<file path="src/rtl/cde_pkg.sv">
package cde_pkg;

  localparam int unsigned YR_W   = 15;
  localparam int unsigned DBY_W  = 24;
  localparam int unsigned CNT_W  = 24;
  localparam int unsigned REM_W  = 9;
  localparam int unsigned Q_W    = 9;
  localparam int unsigned BIT_W  = 4;

  localparam int unsigned YEAR_BITS_DEF = 15;

  // Reciprocal of 100: (x * 5243) >> 19 is exact for x below 43690.
  localparam int unsigned RECIP_W   = 13;
  localparam int unsigned RECIP_SH  = 19;
  localparam logic [RECIP_W-1:0] RECIP_100 = 13'd5243;

  localparam logic [YR_W-1:0] GAP_YEAR    = 15'd1582;
  localparam logic [YR_W-1:0] JULIAN_LAST = 15'd1500;
  localparam logic [3:0]      GAP_MONTH   = 4'd10;
  localparam logic [3:0]      FEB         = 4'd2;
  localparam logic [3:0]      DEC         = 4'd12;

  localparam logic [2:0] MODE_VALIDATE = 3'd0;
  localparam logic [2:0] MODE_NEXT     = 3'd1;
  localparam logic [2:0] MODE_PREV     = 3'd2;
  localparam logic [2:0] MODE_COUNT    = 3'd3;
  localparam logic [2:0] MODE_TO_DATE  = 3'd4;

  localparam logic [2:0] ERR_NONE = 3'd0;
  localparam logic [2:0] ERR_YEAR = 3'd1;
  localparam logic [2:0] ERR_MLO  = 3'd2;
  localparam logic [2:0] ERR_MHI  = 3'd3;
  localparam logic [2:0] ERR_DLO  = 3'd4;
  localparam logic [2:0] ERR_DHI  = 3'd5;
  localparam logic [2:0] ERR_GAP  = 3'd6;
  localparam logic [2:0] ERR_OVF  = 3'd7;

  localparam logic [4:0] DIM [13] = '{5'd0, 5'd31, 5'd29, 5'd31, 5'd30, 5'd31, 5'd30,
                                      5'd31, 5'd31, 5'd30, 5'd31, 5'd30, 5'd31};
  localparam logic [8:0] DBM [13] = '{9'd0, 9'd0, 9'd31, 9'd59, 9'd90, 9'd120, 9'd151,
                                      9'd181, 9'd212, 9'd243, 9'd273, 9'd304, 9'd334};

  typedef struct packed {
    logic [2:0]  mode;
    logic [14:0] year;
    logic [3:0]  month;
    logic [4:0]  day;
    logic [13:0] start_year;
    logic [21:0] day_number;
  } cde_in_t;

  typedef struct packed {
    logic [2:0]  error_code;
    logic [14:0] out_year;
    logic [3:0]  out_month;
    logic [4:0]  out_day;
    logic [23:0] day_count;
  } cde_out_t;

  typedef enum logic [2:0] {
    OP_IDLE,
    OP_LOAD,
    OP_CHECK,
    OP_COUNT,
    OP_BASE,
    OP_SEARCH,
    OP_REM,
    OP_MSTEP
  } dp_op_t;

  typedef enum logic [1:0] {
    YS_YEAR,
    YS_START,
    YS_CAND,
    YS_SY
  } ysel_t;

  typedef struct packed {
    dp_op_t op;
    ysel_t  ysel;
  } cde_cmd_t;

  typedef struct packed {
    logic is_num;
    logic count_go;
    logic base_done;
    logic last_bit;
    logic rem_sat;
    logic step_more;
  } cde_stat_t;

  function automatic logic [4:0] month_len(input logic [3:0] m, input logic lp);
    logic [4:0] len;
    if (m > DEC) begin
      len = 5'd0;
    end else if (m == FEB) begin
      len = lp ? 5'd29 : 5'd28;
    end else begin
      len = DIM[m];
    end
    return len;
  endfunction

  function automatic logic [8:0] days_before_month(input logic [3:0] m);
    logic [8:0] v;
    if (m > DEC) begin
      v = 9'd0;
    end else begin
      v = DBM[m];
    end
    return v;
  endfunction

endpackage

</file>
<file path="src/rtl/cde_year_unit.sv">
module cde_year_unit import cde_pkg::*; (
  input  logic             clk,
  input  logic [YR_W-1:0]  yr_i,
  output logic [DBY_W-1:0] dby_o,
  output logic             leap_o
);

  localparam int unsigned PROD_W = YR_W + RECIP_W;

  logic [YR_W-1:0]   n_in;
  logic [PROD_W-1:0] qn_prod;
  logic [PROD_W-1:0] qy_prod;

  logic [YR_W-1:0]  y_r;
  logic [DBY_W-1:0] p365_r;
  logic [Q_W-1:0]   qn_r;
  logic [Q_W-1:0]   qy_r;

  logic [YR_W-1:0]  y_prev;
  logic [Q_W-1:0]   skip;
  logic [DBY_W-1:0] gap_adj;
  logic [YR_W-1:0]  ry_full;
  logic [6:0]       ry;

  assign n_in    = yr_i - YR_W'(1);
  assign qn_prod = PROD_W'(n_in) * PROD_W'(RECIP_100);
  assign qy_prod = PROD_W'(yr_i) * PROD_W'(RECIP_100);

  // First stage: the constant multiplications.
  always_ff @(posedge clk) begin
    y_r    <= yr_i;
    p365_r <= DBY_W'(yr_i) * DBY_W'(365);
    qn_r   <= qn_prod[RECIP_SH +: Q_W];
    qy_r   <= qy_prod[RECIP_SH +: Q_W];
  end

  // Days in all years before y: 365 per year, Julian leap days, minus the
  // Gregorian century years that skip a leap day, minus the ten gap days.
  always_comb begin
    y_prev = y_r - YR_W'(1);
    if (y_prev < JULIAN_LAST) begin
      skip = '0;
    end else begin
      skip = qn_r - (qn_r >> 2) - Q_W'(12);
    end
    gap_adj = (y_r > GAP_YEAR) ? DBY_W'(10) : '0;
    if (y_r == '0) begin
      dby_o = '0;
    end else begin
      dby_o = p365_r + DBY_W'(y_prev >> 2) + DBY_W'(1) - DBY_W'(skip) - gap_adj;
    end
    ry_full = y_r - YR_W'(qy_r) * YR_W'(100);
    ry      = ry_full[6:0];
    leap_o  = (y_r[1:0] == 2'b00) &&
              ((y_r <= JULIAN_LAST) || (ry != 7'd0) || (qy_r[1:0] == 2'b00));
  end

endmodule

</file>
<file path="src/rtl/cde_datapath.sv">
module cde_datapath import cde_pkg::*; #(
  parameter int unsigned YEAR_BITS = YEAR_BITS_DEF
) (
  input  logic      clk,
  input  cde_in_t   in_data,
  input  cde_cmd_t  cmd,
  output cde_stat_t stat,
  output cde_out_t  res
);

  localparam int unsigned LimInt = (YEAR_BITS >= 15) ? 32767 : ((1 << YEAR_BITS) - 1);
  localparam logic [YR_W-1:0] LIM = LimInt[YR_W-1:0];

  cde_in_t           in_r, in_nxt;
  logic [DBY_W-1:0]  t_r, t_nxt;
  logic [YR_W-1:0]   sy_r, sy_nxt;
  logic [BIT_W-1:0]  bit_r, bit_nxt;
  logic [REM_W-1:0]  rem_r, rem_nxt;
  logic [3:0]        m_r, m_nxt;
  logic [DBY_W-1:0]  dy_r, dy_nxt;
  logic              leap_r, leap_nxt;
  cde_out_t          res_r, res_nxt;

  logic [YR_W-1:0]   yu_in;
  logic [DBY_W-1:0]  yu_dby;
  logic              yu_leap;
  logic [YR_W-1:0]   cand;
  logic [YR_W-1:0]   start_ext;

  logic [4:0]        ml_in;
  logic              gap_month;
  logic [2:0]        err_chk;
  logic [5:0]        nd;
  logic [4:0]        pd;
  cde_out_t          chk_res;
  cde_out_t          sat_res;

  logic [DBY_W-1:0]  span;
  logic [CNT_W:0]    cnt;
  logic              gap_late;
  logic [4:0]        ml_step;
  logic [REM_W-1:0]  rem_day;

  assign start_ext = YR_W'(in_r.start_year);
  assign cand      = sy_r | (YR_W'(1) << bit_r);

  always_comb begin
    unique case (cmd.ysel)
      YS_YEAR:  yu_in = in_r.year;
      YS_START: yu_in = start_ext;
      YS_CAND:  yu_in = cand;
      YS_SY:    yu_in = sy_r;
    endcase
  end

  cde_year_unit u_year (
    .clk    (clk),
    .yr_i   (yu_in),
    .dby_o  (yu_dby),
    .leap_o (yu_leap)
  );

  // Date check and one-day steps, used while the year unit holds leap(year).
  always_comb begin
    ml_in     = month_len(in_r.month, yu_leap);
    gap_month = (in_r.year == GAP_YEAR) && (in_r.month == GAP_MONTH);
    priority if (in_r.year == '0) begin
      err_chk = ERR_YEAR;
    end else if (in_r.month == 4'd0) begin
      err_chk = ERR_MLO;
    end else if (in_r.month > DEC) begin
      err_chk = ERR_MHI;
    end else if (in_r.day == 5'd0) begin
      err_chk = ERR_DLO;
    end else if (in_r.day > ml_in) begin
      err_chk = ERR_DHI;
    end else if (gap_month && (in_r.day > 5'd4) && (in_r.day < 5'd15)) begin
      err_chk = ERR_GAP;
    end else if (in_r.year > LIM) begin
      err_chk = ERR_OVF;
    end else begin
      err_chk = ERR_NONE;
    end

    nd = 6'(in_r.day) + 6'd1;
    if (gap_month && (nd == 6'd5)) begin
      nd = 6'd15;
    end
    pd = in_r.day - 5'd1;
    if (gap_month && (pd == 5'd14)) begin
      pd = 5'd4;
    end

    chk_res = '{error_code: err_chk, out_year: in_r.year, out_month: in_r.month,
                out_day: in_r.day, day_count: '0};
    if (err_chk == ERR_NONE && in_r.mode == MODE_NEXT) begin
      priority if (nd <= 6'(ml_in)) begin
        chk_res.out_day = nd[4:0];
      end else if (in_r.month < DEC) begin
        chk_res.out_month = in_r.month + 4'd1;
        chk_res.out_day   = 5'd1;
      end else if (in_r.year >= LIM) begin
        chk_res.error_code = ERR_OVF;
      end else begin
        chk_res.out_year  = in_r.year + YR_W'(1);
        chk_res.out_month = 4'd1;
        chk_res.out_day   = 5'd1;
      end
    end else if (err_chk == ERR_NONE && in_r.mode == MODE_PREV) begin
      priority if (pd != 5'd0) begin
        chk_res.out_day = pd;
      end else if (in_r.month > 4'd1) begin
        chk_res.out_month = in_r.month - 4'd1;
        chk_res.out_day   = month_len(in_r.month - 4'd1, yu_leap);
      end else if (in_r.year <= YR_W'(1)) begin
        chk_res.error_code = ERR_OVF;
      end else begin
        chk_res.out_year  = in_r.year - YR_W'(1);
        chk_res.out_month = DEC;
        chk_res.out_day   = 5'd31;
      end
    end
  end

  // Day count; the year unit now holds days before start_year.
  always_comb begin
    span     = (in_r.year > start_ext) ? (dy_r - yu_dby) : '0;
    gap_late = (in_r.year == GAP_YEAR) &&
               ((in_r.month > GAP_MONTH) || ((in_r.month == GAP_MONTH) && (in_r.day > 5'd14)));
    cnt = (CNT_W+1)'(span) + (CNT_W+1)'(days_before_month(in_r.month))
        + (CNT_W+1)'(leap_r && (in_r.month > FEB))
        - (gap_late ? (CNT_W+1)'(10) : '0) + (CNT_W+1)'(in_r.day);
  end

  always_comb begin
    ml_step = month_len(m_r, leap_r);
    rem_day = rem_r + REM_W'(1);
    sat_res = '{error_code: ERR_OVF, out_year: LIM, out_month: DEC, out_day: 5'd31,
                day_count: '0};
  end

  always_comb begin
    stat.is_num    = (in_r.mode == MODE_TO_DATE);
    stat.count_go  = (in_r.mode == MODE_COUNT) && (err_chk == ERR_NONE);
    stat.base_done = (start_ext > LIM) || (in_r.day_number == '0);
    stat.last_bit  = (bit_r == '0);
    stat.rem_sat   = (sy_r > LIM);
    stat.step_more = (m_r < DEC) && (rem_r >= REM_W'(ml_step));
  end

  always_comb begin
    in_nxt   = in_r;
    t_nxt    = t_r;
    sy_nxt   = sy_r;
    bit_nxt  = bit_r;
    rem_nxt  = rem_r;
    m_nxt    = m_r;
    dy_nxt   = dy_r;
    leap_nxt = leap_r;
    res_nxt  = res_r;
    unique case (cmd.op)
      OP_IDLE: begin
      end
      OP_LOAD: begin
        in_nxt = in_data;
      end
      OP_CHECK: begin
        dy_nxt   = yu_dby;
        leap_nxt = yu_leap;
        res_nxt  = chk_res;
      end
      OP_COUNT: begin
        res_nxt = '{error_code: ERR_NONE, out_year: in_r.year, out_month: in_r.month,
                    out_day: in_r.day, day_count: cnt[CNT_W-1:0]};
        if (cnt[CNT_W]) begin
          res_nxt.error_code = ERR_OVF;
          res_nxt.day_count  = '1;
        end
      end
      OP_BASE: begin
        priority if (start_ext > LIM) begin
          res_nxt = sat_res;
        end else if (in_r.day_number == '0) begin
          res_nxt = '{error_code: ERR_DLO, out_year: start_ext, out_month: 4'd1,
                      out_day: 5'd0, day_count: '0};
        end else begin
          t_nxt   = yu_dby + DBY_W'(in_r.day_number) - DBY_W'(1);
          sy_nxt  = '0;
          bit_nxt = BIT_W'(YR_W - 1);
        end
      end
      OP_SEARCH: begin
        // Keep the candidate bit when that year still starts on or before t.
        if (yu_dby <= t_r) begin
          sy_nxt = cand;
        end
        bit_nxt = bit_r - BIT_W'(1);
      end
      OP_REM: begin
        if (sy_r > LIM) begin
          res_nxt = sat_res;
        end else begin
          rem_nxt  = REM_W'(t_r - yu_dby);
          leap_nxt = yu_leap;
          m_nxt    = 4'd1;
        end
      end
      OP_MSTEP: begin
        if (stat.step_more) begin
          rem_nxt = rem_r - REM_W'(ml_step);
          m_nxt   = m_r + 4'd1;
        end else begin
          res_nxt = '{error_code: ERR_NONE, out_year: sy_r, out_month: m_r,
                      out_day: rem_day[4:0], day_count: '0};
        end
      end
    endcase
  end

  always_ff @(posedge clk) begin
    in_r   <= in_nxt;
    t_r    <= t_nxt;
    sy_r   <= sy_nxt;
    bit_r  <= bit_nxt;
    rem_r  <= rem_nxt;
    m_r    <= m_nxt;
    dy_r   <= dy_nxt;
    leap_r <= leap_nxt;
    res_r  <= res_nxt;
  end

  assign res = res_r;

endmodule

</file>
<file path="src/rtl/cde_ctrl.sv">
module cde_ctrl import cde_pkg::*; (
  input  logic      clk,
  input  logic      rst_n,
  input  logic      start,
  input  cde_stat_t stat,
  output cde_cmd_t  cmd,
  output logic      busy,
  output logic      out_valid
);

  typedef enum logic [3:0] {
    S_IDLE,
    S_PREP,
    S_CHECK,
    S_COUNT,
    S_BASE,
    S_SISS,
    S_SCMP,
    S_RISS,
    S_REM,
    S_MSTEP
  } state_t;

  state_t state_r, state_nxt;
  logic   out_valid_r, out_valid_nxt;

  always_comb begin
    state_nxt     = state_r;
    out_valid_nxt = 1'b0;
    cmd.op        = OP_IDLE;
    cmd.ysel      = YS_YEAR;
    unique case (state_r)
      S_IDLE: begin
        if (start) begin
          cmd.op    = OP_LOAD;
          state_nxt = S_PREP;
        end
      end
      S_PREP: begin
        cmd.ysel  = stat.is_num ? YS_START : YS_YEAR;
        state_nxt = stat.is_num ? S_BASE : S_CHECK;
      end
      S_CHECK: begin
        // The start year goes into the year unit in case a count follows.
        cmd.op   = OP_CHECK;
        cmd.ysel = YS_START;
        if (stat.count_go) begin
          state_nxt = S_COUNT;
        end else begin
          state_nxt     = S_IDLE;
          out_valid_nxt = 1'b1;
        end
      end
      S_COUNT: begin
        cmd.op        = OP_COUNT;
        state_nxt     = S_IDLE;
        out_valid_nxt = 1'b1;
      end
      S_BASE: begin
        cmd.op = OP_BASE;
        if (stat.base_done) begin
          state_nxt     = S_IDLE;
          out_valid_nxt = 1'b1;
        end else begin
          state_nxt = S_SISS;
        end
      end
      S_SISS: begin
        cmd.ysel  = YS_CAND;
        state_nxt = S_SCMP;
      end
      S_SCMP: begin
        cmd.op    = OP_SEARCH;
        cmd.ysel  = YS_CAND;
        state_nxt = stat.last_bit ? S_RISS : S_SISS;
      end
      S_RISS: begin
        cmd.ysel  = YS_SY;
        state_nxt = S_REM;
      end
      S_REM: begin
        cmd.op = OP_REM;
        if (stat.rem_sat) begin
          state_nxt     = S_IDLE;
          out_valid_nxt = 1'b1;
        end else begin
          state_nxt = S_MSTEP;
        end
      end
      S_MSTEP: begin
        cmd.op = OP_MSTEP;
        if (!stat.step_more) begin
          state_nxt     = S_IDLE;
          out_valid_nxt = 1'b1;
        end
      end
    endcase
  end

  always_ff @(posedge clk) begin
    if (!rst_n) begin
      state_r     <= S_IDLE;
      out_valid_r <= 1'b0;
    end else begin
      state_r     <= state_nxt;
      out_valid_r <= out_valid_nxt;
    end
  end

  assign busy      = (state_r != S_IDLE);
  assign out_valid = out_valid_r;

endmodule

</file>
<file path="src/rtl/calendar_date_engine.sv">
// Calendar date engine (Julian leap rule through 1500, Gregorian after, with
// October 5 to 14 of 1582 missing). An item is taken when start is high
// and busy is low; its result appears on out_data for exactly one cycle,
// marked by out_valid, and must be captured in that cycle because the block
// cannot be held off. Validate, next day and previous day pass through the
// PREP and CHECK states, a day count adds COUNT, and day number to date runs
// PREP and BASE, then a 15-step bitwise search over the year, each step in
// SISS and SCMP via the shared days-before-year unit, then RISS, REM, MSTEP.
// busy drops in the cycle in which out_valid is shown, so the next item can
// be accepted there.
module calendar_date_engine import cde_pkg::*; #(
  parameter int unsigned YEAR_BITS = YEAR_BITS_DEF
) (
  input  logic     clk,
  input  logic     rst_n,
  input  logic     start,
  output logic     busy,
  input  cde_in_t  in_data,
  output logic     out_valid,
  output cde_out_t out_data
);

  cde_cmd_t  cmd;
  cde_stat_t stat;

  cde_ctrl u_ctrl (
    .clk       (clk),
    .rst_n     (rst_n),
    .start     (start),
    .stat      (stat),
    .cmd       (cmd),
    .busy      (busy),
    .out_valid (out_valid)
  );

  cde_datapath #(
    .YEAR_BITS (YEAR_BITS)
  ) u_dp (
    .clk     (clk),
    .in_data (in_data),
    .cmd     (cmd),
    .stat    (stat),
    .res     (out_data)
  );

endmodule

</file>
<file path="config.mk">
export PLATFORM = sky130hd
export DESIGN_NAME = calendar_date_engine
export DESIGN_NICKNAME = d
export VERILOG_FILES = /design/src/rtl/cde_pkg.sv /design/src/rtl/cde_year_unit.sv /design/src/rtl/cde_datapath.sv /design/src/rtl/cde_ctrl.sv /design/src/rtl/calendar_date_engine.sv
export SDC_FILE = /design/constraint.sdc
export NUM_CORES = 2
export LEC_CHECK = 0
export ABC_AREA = 1
export BUFFER_PORTS_ARGS = -buffer_cell sky130_fd_sc_hd__buf_2
export CORE_MARGIN = 8
export CORE_UTILIZATION = 40
export CTS_CLUSTER_SIZE = 40
export DETAILED_ROUTE_END_ITERATION = 10
export GPL_TIMING_DRIVEN = 1
export SYNTH_ARGS = -nofsm -noshare
export SYNTH_HDL_FRONTEND = slang
export SYNTH_SLANG_ARGS = --single-unit
export TNS_END_PERCENT = 20
</file>
<file path="constraint.sdc">
create_clock -name clk -period 24.3 [get_ports clk]
set_input_delay 3.645 -clock clk [delete_from_list [all_inputs] [get_ports clk]]
set_output_delay 3.645 -clock clk [all_outputs]
set_load 0.05 [all_outputs]
</file>
## Yosys cells after proc, flatten, opt, wreduce, memory -nomap -nowiden

Memory sizes are Yosys's and may differ from the RTL's.
Cells that the tools add are included.

| word-level totals | value |
|---|---|
| bits in registers | 257 |
| bits in latches | 0 |
| memory bits (writable) | 0 |
| memory bits (read-only) | 384 |
| output and inout bits | 53 |
| memories kept | 4 |

| cells by class | value |
|---|---|
| add/subtract/negate cells | 27 |
| $mul | 4 |
| divide/modulo/power cells | 0 |
| $lt $le $gt $ge | 27 |
| equal/unequal tests | 40 |
| shift operators | 1 |
| muxes and demuxes | 85 |
| bitwise gates (word level) | 6 |
| reductions and logical operators | 43 |

Memory list:

| memory | depth | bits a word | read ports | clocked after Yosys merged registers in | write ports | line | text |
|---|---|---|---|---|---|---|---|
| (no name shown) | 16 | 9 | 1 | 0 | 0 | cde_pkg.sv:109 | `v = DBM[m];` |
| (no name shown) | 16 | 5 | 1 | 0 | 0 | cde_pkg.sv:99 | `len = DIM[m];` |
| (no name shown) | 16 | 5 | 1 | 0 | 0 | cde_pkg.sv:99 |  |
| (no name shown) | 16 | 5 | 1 | 0 | 0 | cde_pkg.sv:99 |  |

Operators by type and width:

| kind | count |
|---|---|
| 51-bit case mux with 5 select lines | 1 |
| 51-bit 2-to-1 mux | 4 |
| 24-bit 2-to-1 mux | 5 |
| 5-bit 2-to-1 mux | 15 |
| 9-bit 2-to-1 mux | 8 |
| 15-bit case mux with 4 select lines | 1 |
| 15-bit by 13-bit multiplier with 28-bit output (second input constant) | 2 |
| 27-bit 2-to-1 mux | 2 |
| 15-bit 2-to-1 mux | 3 |
| 15-bit by 1-bit subtractor with 15-bit output (second input constant) | 3 |
| 22-bit 2-to-1 mux | 2 |
| 4-bit case mux with 10 select lines | 1 |
| 18-bit 2-to-1 mux | 2 |
| 3-bit 2-to-1 mux | 12 |
| 4-bit 2-to-1 mux | 9 |
| 15-bit > comparator (second input constant) | 2 |
| 15-bit zero test | 2 |
| 15-bit case mux with 2 select lines | 1 |
| 24-bit by 9-bit adder with 25-bit output | 1 |
| 25-bit by 1-bit adder with 25-bit output | 1 |
| 25-bit by 5-bit adder with 25-bit output | 1 |
| 25-bit subtractor | 1 |
| 24-bit by 1-bit adder with 24-bit output (second input constant) | 1 |
| 24-bit by 13-bit adder with 24-bit output | 1 |
| other kinds (80) | 152 |

## Longest topological paths before layout

| depth | value |
|---|---|
| depth in word-level cells | 21 |
| gate-level depth with buffers | 52 |
| depth with buffers taken out | 52 |

## Modules after synthesis

A second synthesis with hierarchy kept.

| unflattened totals | value |
|---|---|
| cells, all modules | 4293 |
| area, all modules | 32725.1 um2 |

By module, submodules not included:

| module | times used | cells an instance | area an instance (um2) | sequential area each (um2) |
|---|---|---|---|---|
| cde_datapath | 1 | 2308 | 17615.6 | 5855.6 |
| cde_year_unit | 1 | 1905 | 14687.8 | 1021.0 |
| cde_ctrl | 1 | 80 | 421.7 | 100.1 |

## Least setup slack after synthesis

Ideal clock, no wire load.

| timing path | value |
|---|---|
| path type | register -> register |
| start point | register u_dp.u_year.y_r[6] |
| end point | register u_dp.res_r (netlist bit u_dp.res[4]) (data pin) |
| setup time | 268 ps |
| data arrival time | 7517 ps |
| data required time | 24032 ps |
| slack | 16515 ps |
| stages on the path, launching flop included | 44 |
| path buffers | 2 |
| cell sequence | dfxtp_1 or2_1 nor2_1 nand4_1 nor2_2 inv_1 o21ai_1 nand2_1 clkinv_1 nand2_1 nor2_1 nand3_2 a21oi_1 fa_1 fa_1 inv_1 ha_1 nand3_1 [... 8 more ...] ha_1 clkbuf_1 a21oi_1 o21ai_0 a211oi_1 o211ai_1 or2_2 nand3_1 ha_1 ha_1 nand2_1 nor4_1 nand3_1 nand3_1 nand2_1 nand3_1 buf_2 o21ai_0 |

RTL lines:

| element | line | text |
|---|---|---|
| start, declared | cde_year_unit.sv:14 | `logic [YR_W-1:0] y_r;` |
| start signal, assigned | cde_year_unit.sv:31 | `y_r <= yr_i;` |
| end signal, assigned | cde_datapath.sv:229 | `res_r <= res_nxt;` |
| end, declared | cde_datapath.sv:22 | `cde_out_t res_r, res_nxt;` |

==> results.ini <==
[timing]
final_hold_viol_count=0
tns_ns=0
slew_headroom_pct=26.48
post-route-period-util_pct=38.39
max_freq_mhz=107.2
fin_crit_ns=9.329
fin_skew_ns=0.01817
setup_violations=0
tightestPinTransition_ns=1.101
rsz0062_at_grt=no
final-max-slew-violation-count=0

[clock_tree]
cts_root_buffer=clkbuf_16
htree_levels=1
insertion_delay_ns=0.58
cts_resized=0
path_clk_slew_ns=0.06
cts_sinks=251
holdBufCountCts=0
post-cts-setup-buffers=0
cts_tree=yes
clockBufferDepth=3
cts_buffers=28

[setup_path]
cp_max_fo=25
crit_type=register to register
cp-start-kind=register
crit_arrival_ns=9.65
worst_ep_required_time_ns=24.62
cpMostUsedCell=nand2_1
end_kind=register
critPathMaxStageDelay_ns=0.68
critPathSlowestCell=nand3_1

[global_routing]
grt_pass1_wl_microns=142100
grt_max_degree=52
first_global_vias=26400
grt_overflow_total=0
antenna_found_initial=3
grt_use_total_pct=19.40

[finish]
antenna_cells=0
fillers=8032
num-nets-final=4938
area_growth_pct=8.337
mostFrequentLayoutCells=nand2_1, inv_1, ha_1
mostFrequentLayoutCell=nand2_1
layout-drive-gt1-share_pct=6.638

[synthesis]
synthArstFlopShare_pct=0
seq_area_frac_synth_pct=21.85
synth.area.top_cells=ha_1, edfxtp_1, fa_1, nand2_1, inv_1
syn_area_sq_mm=0.03192
synth_area_per_cell_sq_um=7.842
synth_cell_types=69
synth-seq-cells=251
dominantRegCellSynth=edfxtp_1
syn_inst=4071
synth_edf_count=195
synth_top_area_cell=ha_1
syn-num-nets=4842
synth_top_area_share_pct=19.52
ys_warn_count=0

[routing]
initialDrtViolationCount=1844
wl_per_cell_microns=16.78
drtPass1Iterations=7
viasPerCell=5.057
routed_wl_microns=87890
ant_nets=0
drc=0
vias=26490

[job]
cap_violations=0

[floorplanning]
die_area_sq_mm=0.08910
ios=119
fp.dieH_microns=298.5
coreArea_sq_mm=0.07900
dieWidth_microns=298.5
rows=103
initial_core_util_pct=40.41

[place]
port_buffers=118
dp_hpwl_microns=72780
gp_congestion=0.9407

[min_path]
hold_path_class=register to register

[outcome]
status=completed

-- layer usage --
metal / part of all wire (%) / GRT usage [%] / wire [microns]
met4: 2.4 / 5.170 / 2126
met1: 46 / 25.97 / 40510
met2: 46 / 32.98 / 40770
met5: 0.015 / 0 / 13
met3: 5.1 / 2.357 / 4470
-- logic make-up after synthesis --
kind of cell | share of synthesized area [%]
AOI/OAI and AO/OA | 11.04
xor gates and xnor gates | 3.978
adders and majority gates | 32.50
buffers and inverters | 11.24
DFF | 21.85
muxes | 0.06271
and+or+nand+nor | 19.32
-- stage by stage --
stage | cell area (sq um) | util (%) | cells | hold slack [ns] | setup WS (ns)
final | 34580 | 43.78 | 5238 | 0.5925 | 14.97
after global routing | 34580 | 43.78 | 5238 | 0.6307 | 13.89
after CTS | 34580 | 43.78 | 5238 | 0.5934 | 14.89
after detailed placement | 33620 | 42.55 | 5187 | 0.5781 | 14.94
after global placement | 33620 | 42.55 | 5187 | 0.5907 | 15.12
after floorplan | 31920 | - | 4071 | 0.5463 | 16.51
-- path summary, 6_finish.rpt --
path,start,to,slack (ns),cells after the start
max,u_dp.u_year.p365_r[0],u_dp.res[50],14.97,44
min,u_dp.in_r[28],u_dp.res[39],0.59,2
max reg2reg,u_dp.u_year.p365_r[0],u_dp.res[50],14.97,44
min reg2reg,u_dp.in_r[28],u_dp.res[39],0.59,2
-- cell usage after synthesis, types with 6 or more instances --
library cell	n
buf_4	20
a211oi_1	9
nand2_2	15
nand2_1	829
a221oi_1	22
nor2_1	258
a21oi_1	223
nand3b_1	11
xor2_1	104
clkbuf_1	33
nand3_1	177
ha_1	498
nor4_1	17
inv_2	12
o221ai_1	6
a31oi_1	21
a22oi_1	13
nor2_2	9
buf_2	18
inv_1	825
edfxtp_1	195
o21a_1	6
nor3_1	50
xnor2_1	41
a21o_1	20
o31ai_1	12
or2_2	17
o211ai_1	20
o21bai_1	8
dfxtp_1	56
nand4_1	35
o21ai_1	7
o21ai_0	195
a21boi_0	9
fa_1	207
-- layout make-up --
cell class,instances,area (sq um),share of cell area [%]
multi-input cells,2902,21390,61.84
flip-flops and latches,251,6977,20.17
clock inverters,18,203.9,0.5897
inverters,842,3168,9.160
clock buffers,33,764.5,2.210
repair buffers,142,770.7,2.229
well taps,1050,1314,3.799
-- state kept, by name (all words and copies together), names as in the netlist, 4 cells and up --
name	count
u_dp.in_r	63
u_dp.dy_r	24
u_dp.res	51
u_dp.m_r	4
u_dp.u_year.y_r	13
u_dp.rem_r	9
u_dp.sy_r	15
u_dp.u_year.qn_r	9
u_dp.u_year.p365_r	24
u_dp.u_year.qy_r	5
u_dp.t_r	24
u_ctrl.state_r	4
u_dp.bit_r	4
-- critical path: cells and delay by family, from the launching register on --
family / cells / cell delay [ns]
buffers and inverters: 5 / 0.45
AOI/OAI and AO/OA: 10 / 2.31
adders and majority gates: 6 / 2.34
and+or+nand+nor: 23 / 3.61
DFF: 1 / 0.36
Power is not shown: default switching activity piles up to over one toggle a cycle in this logic, so the estimate is an artifact.
